### config.mk
export PLATFORM = sky130hd
export DESIGN_NAME = line_rasterizer
export DESIGN_NICKNAME = d
export VERILOG_FILES = /design/src/rtl/lr_pkg.sv /design/src/rtl/line_rasterizer.sv
export SDC_FILE = /design/constraint.sdc
export NUM_CORES = 1
export LEC_CHECK = 0
export BUFFER_PORTS_ARGS = -buffer_cell sky130_fd_sc_hd__buf_2
export CELL_PAD_IN_SITES_DETAIL_PLACEMENT = 1
export CELL_PAD_IN_SITES_GLOBAL_PLACEMENT = 2
export CORE_UTILIZATION = 39
export DETAILED_ROUTE_END_ITERATION = 6
export PLACE_DENSITY = 0.79
export SYNTH_ARGS = -nofsm -noshare
export SYNTH_HDL_FRONTEND = slang
export SYNTH_SLANG_ARGS = --single-unit
### constraint.sdc
create_clock -name clk -period 18.26 [get_ports clk]
set_clock_uncertainty 0.2 [all_clocks]
set_input_delay 2.739 -clock clk [delete_from_list [all_inputs] [get_ports clk]]
set_output_delay 2.739 -clock clk [all_outputs]
set_load 0.005 [all_outputs]
### src/rtl/lr_pkg.sv
// Shared types for the line rasterizer.
// Holds the command code enum; depends on nothing.
package lr_pkg;

    // Command carried by each input word.
    typedef enum logic {
        FUNC_START   = 1'b0,
        FUNC_ADVANCE = 1'b1
    } func_t;

endpackage

### src/rtl/line_rasterizer.sv
// Bresenham line rasterizer, one pixel per input word.
// Depends on lr_pkg for the command codes.
//
// Usage:
//   Command channel (cmd_valid / cmd_stall): each word carries func and two
//   endpoints. func = start loads a new line from (x_a, y_a) to (x_b, y_b)
//   and yields its first pixel; func = advance yields the next pixel. A
//   start during a line drops the line in progress.
//   Pixel channel (pix_valid / pix_stall): one word for every command word,
//   with px, py, last (far endpoint reached) and valid_res (low when an
//   advance arrives with no line in progress; coordinates are then zero).
//   Path: an accepted command word passes the command register, then the
//   pixel register, whose word drives the pixel channel.
//   Throughput: one word per cycle unless pix_stall holds the pixel word. The
//   step is a single pass of subtract, compare and increment between the
//   command register and the pixel register, and the line state is written
//   back in the same cycle, so a following advance sees it at once.
//   Stall: while the pixel register holds an untaken word, the command
//   register holds its word and cmd_stall rises for as long as both are
//   full; nothing is dropped.
//   Reset: rst_n clears all control state; no line is in progress and both
//   registers are empty.
module line_rasterizer #(
    parameter int COORD_BITS = 12
) (
    input  logic                         clk,
    input  logic                         rst_n,
    input  logic                         cmd_valid,
    output logic                         cmd_stall,
    input  logic                         func,
    input  logic signed [COORD_BITS-1:0] x_a,
    input  logic signed [COORD_BITS-1:0] y_a,
    input  logic signed [COORD_BITS-1:0] x_b,
    input  logic signed [COORD_BITS-1:0] y_b,
    output logic                         pix_valid,
    input  logic                         pix_stall,
    output logic signed [COORD_BITS-1:0] px,
    output logic signed [COORD_BITS-1:0] py,
    output logic                         last,
    output logic                         valid_res
);

    localparam int C  = COORD_BITS;
    localparam int DW = COORD_BITS + 1;   // endpoint difference
    localparam int SW = COORD_BITS + 2;   // doubled span
    localparam int EW = COORD_BITS + 3;   // doubled error term, signed

    // Command register
    logic          cmd_full_reg, cmd_full_next;
    lr_pkg::func_t func_reg;
    logic [C-1:0]  x_a_reg, y_a_reg, x_b_reg, y_b_reg;

    // Line state
    logic          active_reg, active_next;
    logic          steep_reg, steep_next;
    logic [C-1:0]  major_reg, major_next;
    logic [C-1:0]  minor_reg, minor_next;
    logic [C-1:0]  end_reg, end_next;
    logic [EW-1:0] err_reg, err_next;
    logic [SW-1:0] tmaj_reg, tmaj_next;
    logic [SW-1:0] tmin_reg, tmin_next;
    logic          down_reg, down_next;

    // Pixel register
    logic          pix_valid_reg, pix_valid_next;
    logic [C-1:0]  px_reg, px_next;
    logic [C-1:0]  py_reg, py_next;
    logic          last_reg, last_next;
    logic          vres_reg, vres_next;

    // Handshake
    logic          out_free;
    logic          step_en;
    logic          cmd_take;

    // Start setup
    logic [DW-1:0] dx, dy, adx, ady;
    logic          st_steep;
    logic [C-1:0]  m1, n1, m2, n2;
    logic          st_swap;
    logic [C-1:0]  ma, na, mb, nb;
    logic [DW-1:0] mspan, nd, nabs;

    // Step
    logic          is_start;
    logic          emit;
    logic          cur_steep, cur_down;
    logic [C-1:0]  cur_major, cur_minor, cur_end;
    logic [EW-1:0] cur_err, err_sub;
    logic [SW-1:0] cur_tmaj, cur_tmin;
    logic          fin, minor_step;

    assign out_free  = !pix_valid_reg || !pix_stall;
    assign step_en   = cmd_full_reg && out_free;
    assign cmd_stall = cmd_full_reg && !out_free;
    assign cmd_take  = cmd_valid && !cmd_stall;

    assign pix_valid = pix_valid_reg;
    assign px        = px_reg;
    assign py        = py_reg;
    assign last      = last_reg;
    assign valid_res = vres_reg;

    // Setup of a new line: steepness, axis swap and endpoint ordering.
    always_comb
    begin
        dx  = {x_b_reg[C-1], x_b_reg} - {x_a_reg[C-1], x_a_reg};
        dy  = {y_b_reg[C-1], y_b_reg} - {y_a_reg[C-1], y_a_reg};
        adx = dx[DW-1] ? (~dx + DW'(1)) : dx;
        ady = dy[DW-1] ? (~dy + DW'(1)) : dy;
        // Steep only when strictly steeper than 45 degrees
        st_steep = ady > adx;

        m1 = st_steep ? y_a_reg : x_a_reg;
        n1 = st_steep ? x_a_reg : y_a_reg;
        m2 = st_steep ? y_b_reg : x_b_reg;
        n2 = st_steep ? x_b_reg : y_b_reg;

        // Order so the major coordinate increases
        st_swap = $signed(m1) > $signed(m2);
        ma = st_swap ? m2 : m1;
        na = st_swap ? n2 : n1;
        mb = st_swap ? m1 : m2;
        nb = st_swap ? n1 : n2;

        mspan = {mb[C-1], mb} - {ma[C-1], ma};
        nd    = {nb[C-1], nb} - {na[C-1], na};
        nabs  = nd[DW-1] ? (~nd + DW'(1)) : nd;
    end

    // One Bresenham step on either the freshly set-up line or the stored one.
    always_comb
    begin
        is_start = (func_reg == lr_pkg::FUNC_START);
        emit     = is_start || active_reg;

        if (is_start)
        begin
            cur_steep = st_steep;
            cur_major = ma;
            cur_minor = na;
            cur_end   = mb;
            cur_err   = {3'b000, mspan[C-1:0]};
            cur_tmaj  = {1'b0, mspan[C-1:0], 1'b0};
            cur_tmin  = {1'b0, nabs[C-1:0], 1'b0};
            cur_down  = !($signed(na) < $signed(nb));
        end
        else
        begin
            cur_steep = steep_reg;
            cur_major = major_reg;
            cur_minor = minor_reg;
            cur_end   = end_reg;
            cur_err   = err_reg;
            cur_tmaj  = tmaj_reg;
            cur_tmin  = tmin_reg;
            cur_down  = down_reg;
        end

        fin        = $signed(cur_major) >= $signed(cur_end);
        err_sub    = cur_err - {1'b0, cur_tmin};
        minor_step = err_sub[EW-1];

        // Hold the line state unless this step emits a pixel
        active_next = active_reg;
        steep_next  = steep_reg;
        major_next  = major_reg;
        minor_next  = minor_reg;
        end_next    = end_reg;
        err_next    = err_reg;
        tmaj_next   = tmaj_reg;
        tmin_next   = tmin_reg;
        down_next   = down_reg;

        if (emit)
        begin
            steep_next = cur_steep;
            end_next   = cur_end;
            tmaj_next  = cur_tmaj;
            tmin_next  = cur_tmin;
            down_next  = cur_down;
            major_next = cur_major;
            minor_next = cur_minor;
            err_next   = cur_err;
            if (fin)
            begin
                active_next = 1'b0;
            end
            else
            begin
                active_next = 1'b1;
                major_next  = cur_major + C'(1);
                if (minor_step)
                begin
                    minor_next = cur_down ? (cur_minor - C'(1)) : (cur_minor + C'(1));
                    err_next   = err_sub + {1'b0, cur_tmaj};
                end
                else
                begin
                    err_next = err_sub;
                end
            end
        end

        if (emit)
        begin
            px_next   = cur_steep ? cur_minor : cur_major;
            py_next   = cur_steep ? cur_major : cur_minor;
            last_next = fin;
            vres_next = 1'b1;
        end
        else
        begin
            px_next   = '0;
            py_next   = '0;
            last_next = 1'b0;
            vres_next = 1'b0;
        end
    end

    // Occupancy of the two registers
    always_comb
    begin
        if (cmd_take)
            cmd_full_next = 1'b1;
        else if (step_en)
            cmd_full_next = 1'b0;
        else
            cmd_full_next = cmd_full_reg;

        if (step_en)
            pix_valid_next = 1'b1;
        else if (out_free)
            pix_valid_next = 1'b0;
        else
            pix_valid_next = pix_valid_reg;
    end

    // Control state
    always_ff @(posedge clk or negedge rst_n)
    begin
        if (!rst_n)
        begin
            cmd_full_reg  <= 1'b0;
            pix_valid_reg <= 1'b0;
            active_reg    <= 1'b0;
            steep_reg     <= 1'b0;
            major_reg     <= '0;
            minor_reg     <= '0;
            end_reg       <= '0;
            err_reg       <= '0;
            tmaj_reg      <= '0;
            tmin_reg      <= '0;
            down_reg      <= 1'b0;
        end
        else
        begin
            cmd_full_reg  <= cmd_full_next;
            pix_valid_reg <= pix_valid_next;
            if (step_en)
            begin
                active_reg <= active_next;
                steep_reg  <= steep_next;
                major_reg  <= major_next;
                minor_reg  <= minor_next;
                end_reg    <= end_next;
                err_reg    <= err_next;
                tmaj_reg   <= tmaj_next;
                tmin_reg   <= tmin_next;
                down_reg   <= down_next;
            end
        end
    end

    // Payload registers
    always_ff @(posedge clk)
    begin
        if (cmd_take)
        begin
            func_reg <= lr_pkg::func_t'(func);
            x_a_reg  <= x_a;
            y_a_reg  <= y_a;
            x_b_reg  <= x_b;
            y_b_reg  <= y_b;
        end
        if (step_en)
        begin
            px_reg   <= px_next;
            py_reg   <= py_next;
            last_reg <= last_next;
            vres_reg <= vres_next;
        end
    end

    // An empty result word carries zero coordinates and no last flag
    a_empty_zero: assert property (@(posedge clk) disable iff (!rst_n)
        (pix_valid && !valid_res) |-> (px == '0 && py == '0 && !last))
        else $error("empty pixel word carries data");

    // A pixel that is not the far endpoint keeps the line running
    a_keep_active: assert property (@(posedge clk) disable iff (!rst_n)
        (step_en && emit && !fin) |=> (active_reg && pix_valid && valid_res && !last))
        else $error("line dropped before its far endpoint");

    // The far endpoint ends the line
    a_end_line: assert property (@(posedge clk) disable iff (!rst_n)
        (step_en && emit && fin) |=> (!active_reg && last))
        else $error("line still active after its last pixel");

    // A full command register behind a stalled pixel word must stall input
    a_backpressure: assert property (@(posedge clk) disable iff (!rst_n)
        (cmd_full_reg && pix_valid && pix_stall) |-> cmd_stall)
        else $error("command accepted while pipeline is blocked");

endmodule
==> results of run 1 <==
cells in the mapped netlist, drive strengths merged (31+ instances only):
cell type | number | area [um2]
a211oi | 33 | 247.7
a21oi | 101 | 513.0
clkbuf | 39 | 156.4
dfrtp | 84 | 2102
edfxtp | 75 | 2252
ha | 117 | 1464
inv | 100 | 375.4
mux2i | 68 | 680.7
nand2 | 224 | 840.8
nor2 | 166 | 623.1
nor3 | 33 | 165.2
o21ai | 129 | 690.7
xnor2 | 60 | 533.0
xor2 | 31 | 271.5
metrics by stage:
stage               utilization [%]  hold slack, ns  cell area [um2]
floorplan                         -          0.2424            13680
CTS                           43.67          0.2845            15080
global placement              41.96          0.2587            14490
global route                  43.67          0.3055            15080
finish                        43.67          0.2828            15080
detailed placement            41.96          0.2634            14490
layout make-up:
type	count	area, um2	share of cell area (%)
inverters	100	375.4	2.488
multi-input cells	1287	8657	57.39
clock buffers	17	425.4	2.820
well taps	455	569.3	3.774
repair buffers	98	538.0	3.567
clock inverters	15	165.2	1.095
flip-flops and latches	159	4354	28.87
worst max path at each step:
stage          cells past startpoint          end  slack, ns       start
5_1_grt                           60  err_reg[13]       1.59  x_b_reg[0]
2_1_floorplan                     68  err_reg[13]       5.38  y_b_reg[0]
3_5_place_dp                      59  err_reg[13]       3.29  y_a_reg[0]
3_3_place_gp                      60  err_reg[13]       3.72  y_a_reg[0]
6_report                          61  err_reg[13]       2.89  y_b_reg[0]
4_1_cts                           60  err_reg[13]       3.15  y_b_reg[0]
cell usage in the layout, fill, tap and decap left out, types with 19 or more instances in the layout:
cell	netlist	routed
a21o_1	20	20
o21ai_0	101	101
a31oi_1	20	20
nand2_1	224	222
xnor2_1	59	59
inv_1	99	99
ha_1	117	117
nand3_1	20	20
a211oi_1	33	33
a21oi_1	99	99
o21ai_1	22	22
xor2_1	31	30
dfrtp_1	84	84
nor2_1	166	163
mux2i_1	68	68
nor3_1	33	33
buf_4	6	19
edfxtp_1	75	75
buf_2	14	79
cells by family after synthesis:
group	share of synthesized area [%]
AO/OA/AOI/OAI	21.75
XOR/XNOR	5.882
adder cells (fa/ha/maj)	11.58
buffers and inverters	5.196
flip-flops	31.84
multiplexers	5.635
AND/OR/NAND/NOR	18.11
routing by layer:
layer,vias to the layer above,part of all wire [%],track usage (%)
li1,5880,-,-
met1,5934,49,34.99
met2,192,46,41.95
met3,46,3.6,4.597
met4,0,2.0,7.289
met5,-,0,0
critical path, delay by kind of cell (launching register included):
family / cells / cell delay [ns]
xor+xnor: 4 / 1.14
compound gates: 30 / 6.64
mux: 3 / 0.90
fa+ha+maj: 8 / 2.58
buf+inv: 4 / 0.81
flops: 1 / 0.44
simple gates: 12 / 2.47
==> run_results.csv, run 1 <==
group,metric,value,unit
floorplanning,boundaryPins,81,
layout,largest_register_ffs,15,
grt,grt_pass1_vias,12410,
routing,num_vias,12050,
place,port_buffers,80,
floorplanning,die_area,35820,um2
synth,synth.ff_latch_count,159,
sta,timing.final.crit_period,15.37,ns
setup_path,rrSetupSlack,2.89,ns
sta,final.setup.tns,0,ns
setup_path,crit_path_end_kind,"flop",
clocking,clk_pin_slew,0.08,ns
clocking,ctsHtreeMaxLevel,4,
sta,rsz0062_at_grt,"no",
grt,overflow,0,
floorplanning,start_util,39.59,%
sta,hold_viol,0,
place,dp_hpwl,34.77,mm
clocking,root_buffer,"clkbuf_16",
grt,grt.total_usage,25.81,%
place,place_inst,2099,
clocking,clockBufferDepth,2,
setup_path,cp_max_fo,58,
status,outcome,"completed",
routing,drtAntennaViolNets,0,
setup_path,path_class,"reg -> reg",
routing,drc,0,
routing,drtIter0Drc,509,
setup_path,critPathSlowestCell,"xnor2_1",
hold_path,hold_end,"tmin_reg[3]",
setup_path,r2r-start,"y_b_reg[0]",
synth,syn-num-nets,1790,
synth,async_flop_share,52.83,%
layout,layout-drive-gt1-share,11.10,%
routing,dr.pass1.iters,5,
layout,layoutNonFillerInstCount,2131,
synth,avgSynthCellArea,8.474,um2
hold_path,hold_depth,2,
clocking,cts_tree,"yes",
setup_path,critPathRequiredTime,18.44,ns
synth,ys_seq_area_share,31.84,%
place,post-place-ws,3.287,ns
setup_path,worstPathArrival,15.55,ns
setup_path,ff2ff_path_depth,61,
setup_path,r2r-end,"err_reg[13]",
sta,max_slew_margin,19.61,%
setup_path,cpPeakStageDelay,0.64,ns
synth,synthFlopType,"dfrtp_1",
routing,via_per_inst,5.656,
setup_path,crit_top_cell,"a21oi_1",
clocking,postCtsHoldBufs,0,
sta,worstMarginPinSlew,1.193,ns
grt,grt_max_degree,98,
routing,wl,44.82,mm
sta,final-max-slew-violation-count,0,
clocking,post_cts.repair.setup_buffers,0,
routing,post_drt_wl_per_cell,21.03,um
synth,yosysUniqueCellTypes,91,
sta,finalSetupViolCount,0,
sta,fin_crit_sh,84.17,%
synth,yosysWarnings,0,
sta,setup_ws,2.891,ns
hold_path,worstHoldStart,"tmin_reg[3]",
sta,fmax,65.07,MHz
run,cap_violations,0,
clocking,clk_latency,0.47,ns
floorplanning,num_rows,68,
floorplanning,core_area,34540,um2
place,gp_congestion,0.8854,
floorplanning,dieHeight,189.3,um
layout,area_delta_synth_final,10.29,%
floorplanning,die_x,189.3,um
hold_path,hold_class,"reg -> reg",
synth,synth_area,13680,um2
layout,finalNetCount,1839,
grt,grt_pass1_wl,70.77,mm
layout,n_fill_cell,4133,
layout,antenna_cells,0,
setup_path,setup.worst_path.start_class,"flop",
clocking,clock_sinks,159,
clocking,cts_resized,0,
grt,antenna_found_initial,0,
synth,synth_edf_count,75,
synth,synthCells,1614,
clocking,numCtsBuffers,17,
Power of run 1 is left out: the tool's default activity adds up to more than one toggle a clock period on the data nets, which glitch-free logic cannot reach.
==> run 2: changes to the inputs <==
- clock period: 18.26 -> 15.2 ns (I/O delays scaled with it)
==> run_results.csv, run 2 (synthesized netlist as in run 1, its figures left out) <==
group,metric,value,unit
status,outcome,"completed",
floorplanning,boundaryPins,81,
setup_path,cpPeakStageDelay,0.48,ns
grt,met1_usage,34.72,%
routing,drtIter0Drc,672,
place,port_buffers,80,
layout,largest_register_ffs,15,
clocking,clockBufferDepth,2,
layout,antenna_cells,0,
grt,use_met2,40.31,%
clocking,numCtsBuffers,17,
clocking,root_buffer,"clkbuf_16",
setup_path,path_class,"reg -> reg",
clocking,clock_sinks,159,
sta,final.setup.tns,0,ns
routing,post_drt_wl_per_cell,20.89,um
routing,wl,44.98,mm
floorplanning,die_x,189.3,um
grt,grt_pass1_vias,12200,
routing,via_per_inst,5.656,
hold_path,hold_class,"reg -> reg",
layout,final_cell_mix,"nand2_1 (222), nor2_1 (163), ha_1 (117)",
floorplanning,start_util,39.59,%
layout,multiInputGateArea,8735,um2
clocking,clk_latency,0.47,ns
sta,worstMarginPinSlew,1.204,ns
setup_path,crit_top_cell,"a21oi_1",
setup_path,critPathRequiredTime,15.38,ns
setup_path,crit_path_end_kind,"flop",
floorplanning,die_area,35820,um2
grt,grt.busiest_layer,"met2",
sta,hold_viol,0,
sta,timing.final.crit_period,14.06,ns
sta,final-max-slew-violation-count,0,
place,gp_congestion,0.9040,
grt,grt.total_usage,25.59,%
setup_path,setup.worst_path.start_class,"flop",
layout,layout-drive-gt1-share,12.84,%
place,dp_hpwl,34.44,mm
layout,area_delta_synth_final,12.44,%
routing,dr.pass1.iters,5,
setup_path,critPathSlowestCell,"a221o_1",
setup_path,worstPathArrival,14.24,ns
sta,finalSetupViolCount,0,
sta,max_slew_margin,19.72,%
routing,drc,0,
grt,overflow,0,
floorplanning,num_rows,68,
clocking,clk_pin_slew,0.07,ns
floorplanning,core_area,34540,um2
grt,grtUsageMet3,5.431,%
layout,finalNetCount,1861,
grt,grt_pass1_wl,70.00,mm
setup_path,cp_max_fo,25,
layout,final-seq-area,4354,um2
floorplanning,dieHeight,189.3,um
layout,n_fill_cell,4137,
grt,antenna_found_initial,0,
run,cap_violations,0,
sta,fmax,71.12,MHz
routing,num_vias,12180,
routing,drtAntennaViolNets,0,
clocking,cts_tree,"yes",
grt,grt_max_degree,98,
layout,final_common_cell,"nand2_1",
clocking,ctsHtreeMaxLevel,4,
sta,fin_crit_sh,92.50,%
[run 2: stage by stage]
stage,hold WS (ns),instances,cell area (um2),util (%),setup slack [ns]
after floorplan,0.2424,1614,13680,-,2.323
after global placement,0.2597,2100,14500,41.98,0.8829
after detailed placement,0.2655,2100,14500,41.98,0.3567
after CTS,0.2813,2132,15130,43.81,0.2193
after global routing,0.3042,2153,15380,44.52,-0.05150
final,0.2765,2153,15380,44.52,1.139
[run 2: repair_timing]
action | CTS | global route
gates resized for setup | 0 | 21
hold buffers | 0 | 0
setup buffers | 0 | 20
endpoints found under the setup margin | 0 | 27
[run 2: critical path, delay by kind of cell (launching register included)]
kind | cells | cell delay [ns]
mux | 2 | 0.48
flops | 1 | 0.46
simple gates | 12 | 1.74
buf+inv | 4 | 0.85
xor+xnor | 4 | 0.73
fa+ha+maj | 8 | 2.32
compound gates | 32 | 7.11
[run 2: cell type report]
class | count | share of cell area, %
timing repair buffer | 119 | 4.629
clock buffer | 18 | 2.856
sequential | 159 | 28.31
inverter | 100 | 2.441
tap | 455 | 3.702
clock inverter | 14 | 1.261
multi-input combinational | 1288 | 56.80
[run 2: path summary, 6_finish.rpt]
check / from / end / slack [ns] / cells past startpoint
setup reg to reg: y_b_reg[0] / err_reg[13] / 1.14 / 62
hold reg to reg: tmin_reg[3] / tmin_reg[3] / 0.28 / 2
min in group asynchronous: rst_n / down_reg / 1.49 / 1
max in group asynchronous: rst_n / tmin_reg[6] / 12.06 / 2
setup / recovery: y_b_reg[0] / err_reg[13] / 1.14 / 62
hold / removal: tmin_reg[3] / tmin_reg[3] / 0.28 / 2
[run 2: per-layer routing]
metal	routed length, um	share of wire, %	up-vias
li1	-	-	5913
met1	21420	48	5987
met2	20120	45	222
met3	2157	4.8	56
met4	1285	2.9	0
met5	0	0	-
Power of run 2 is left out for the same reason.
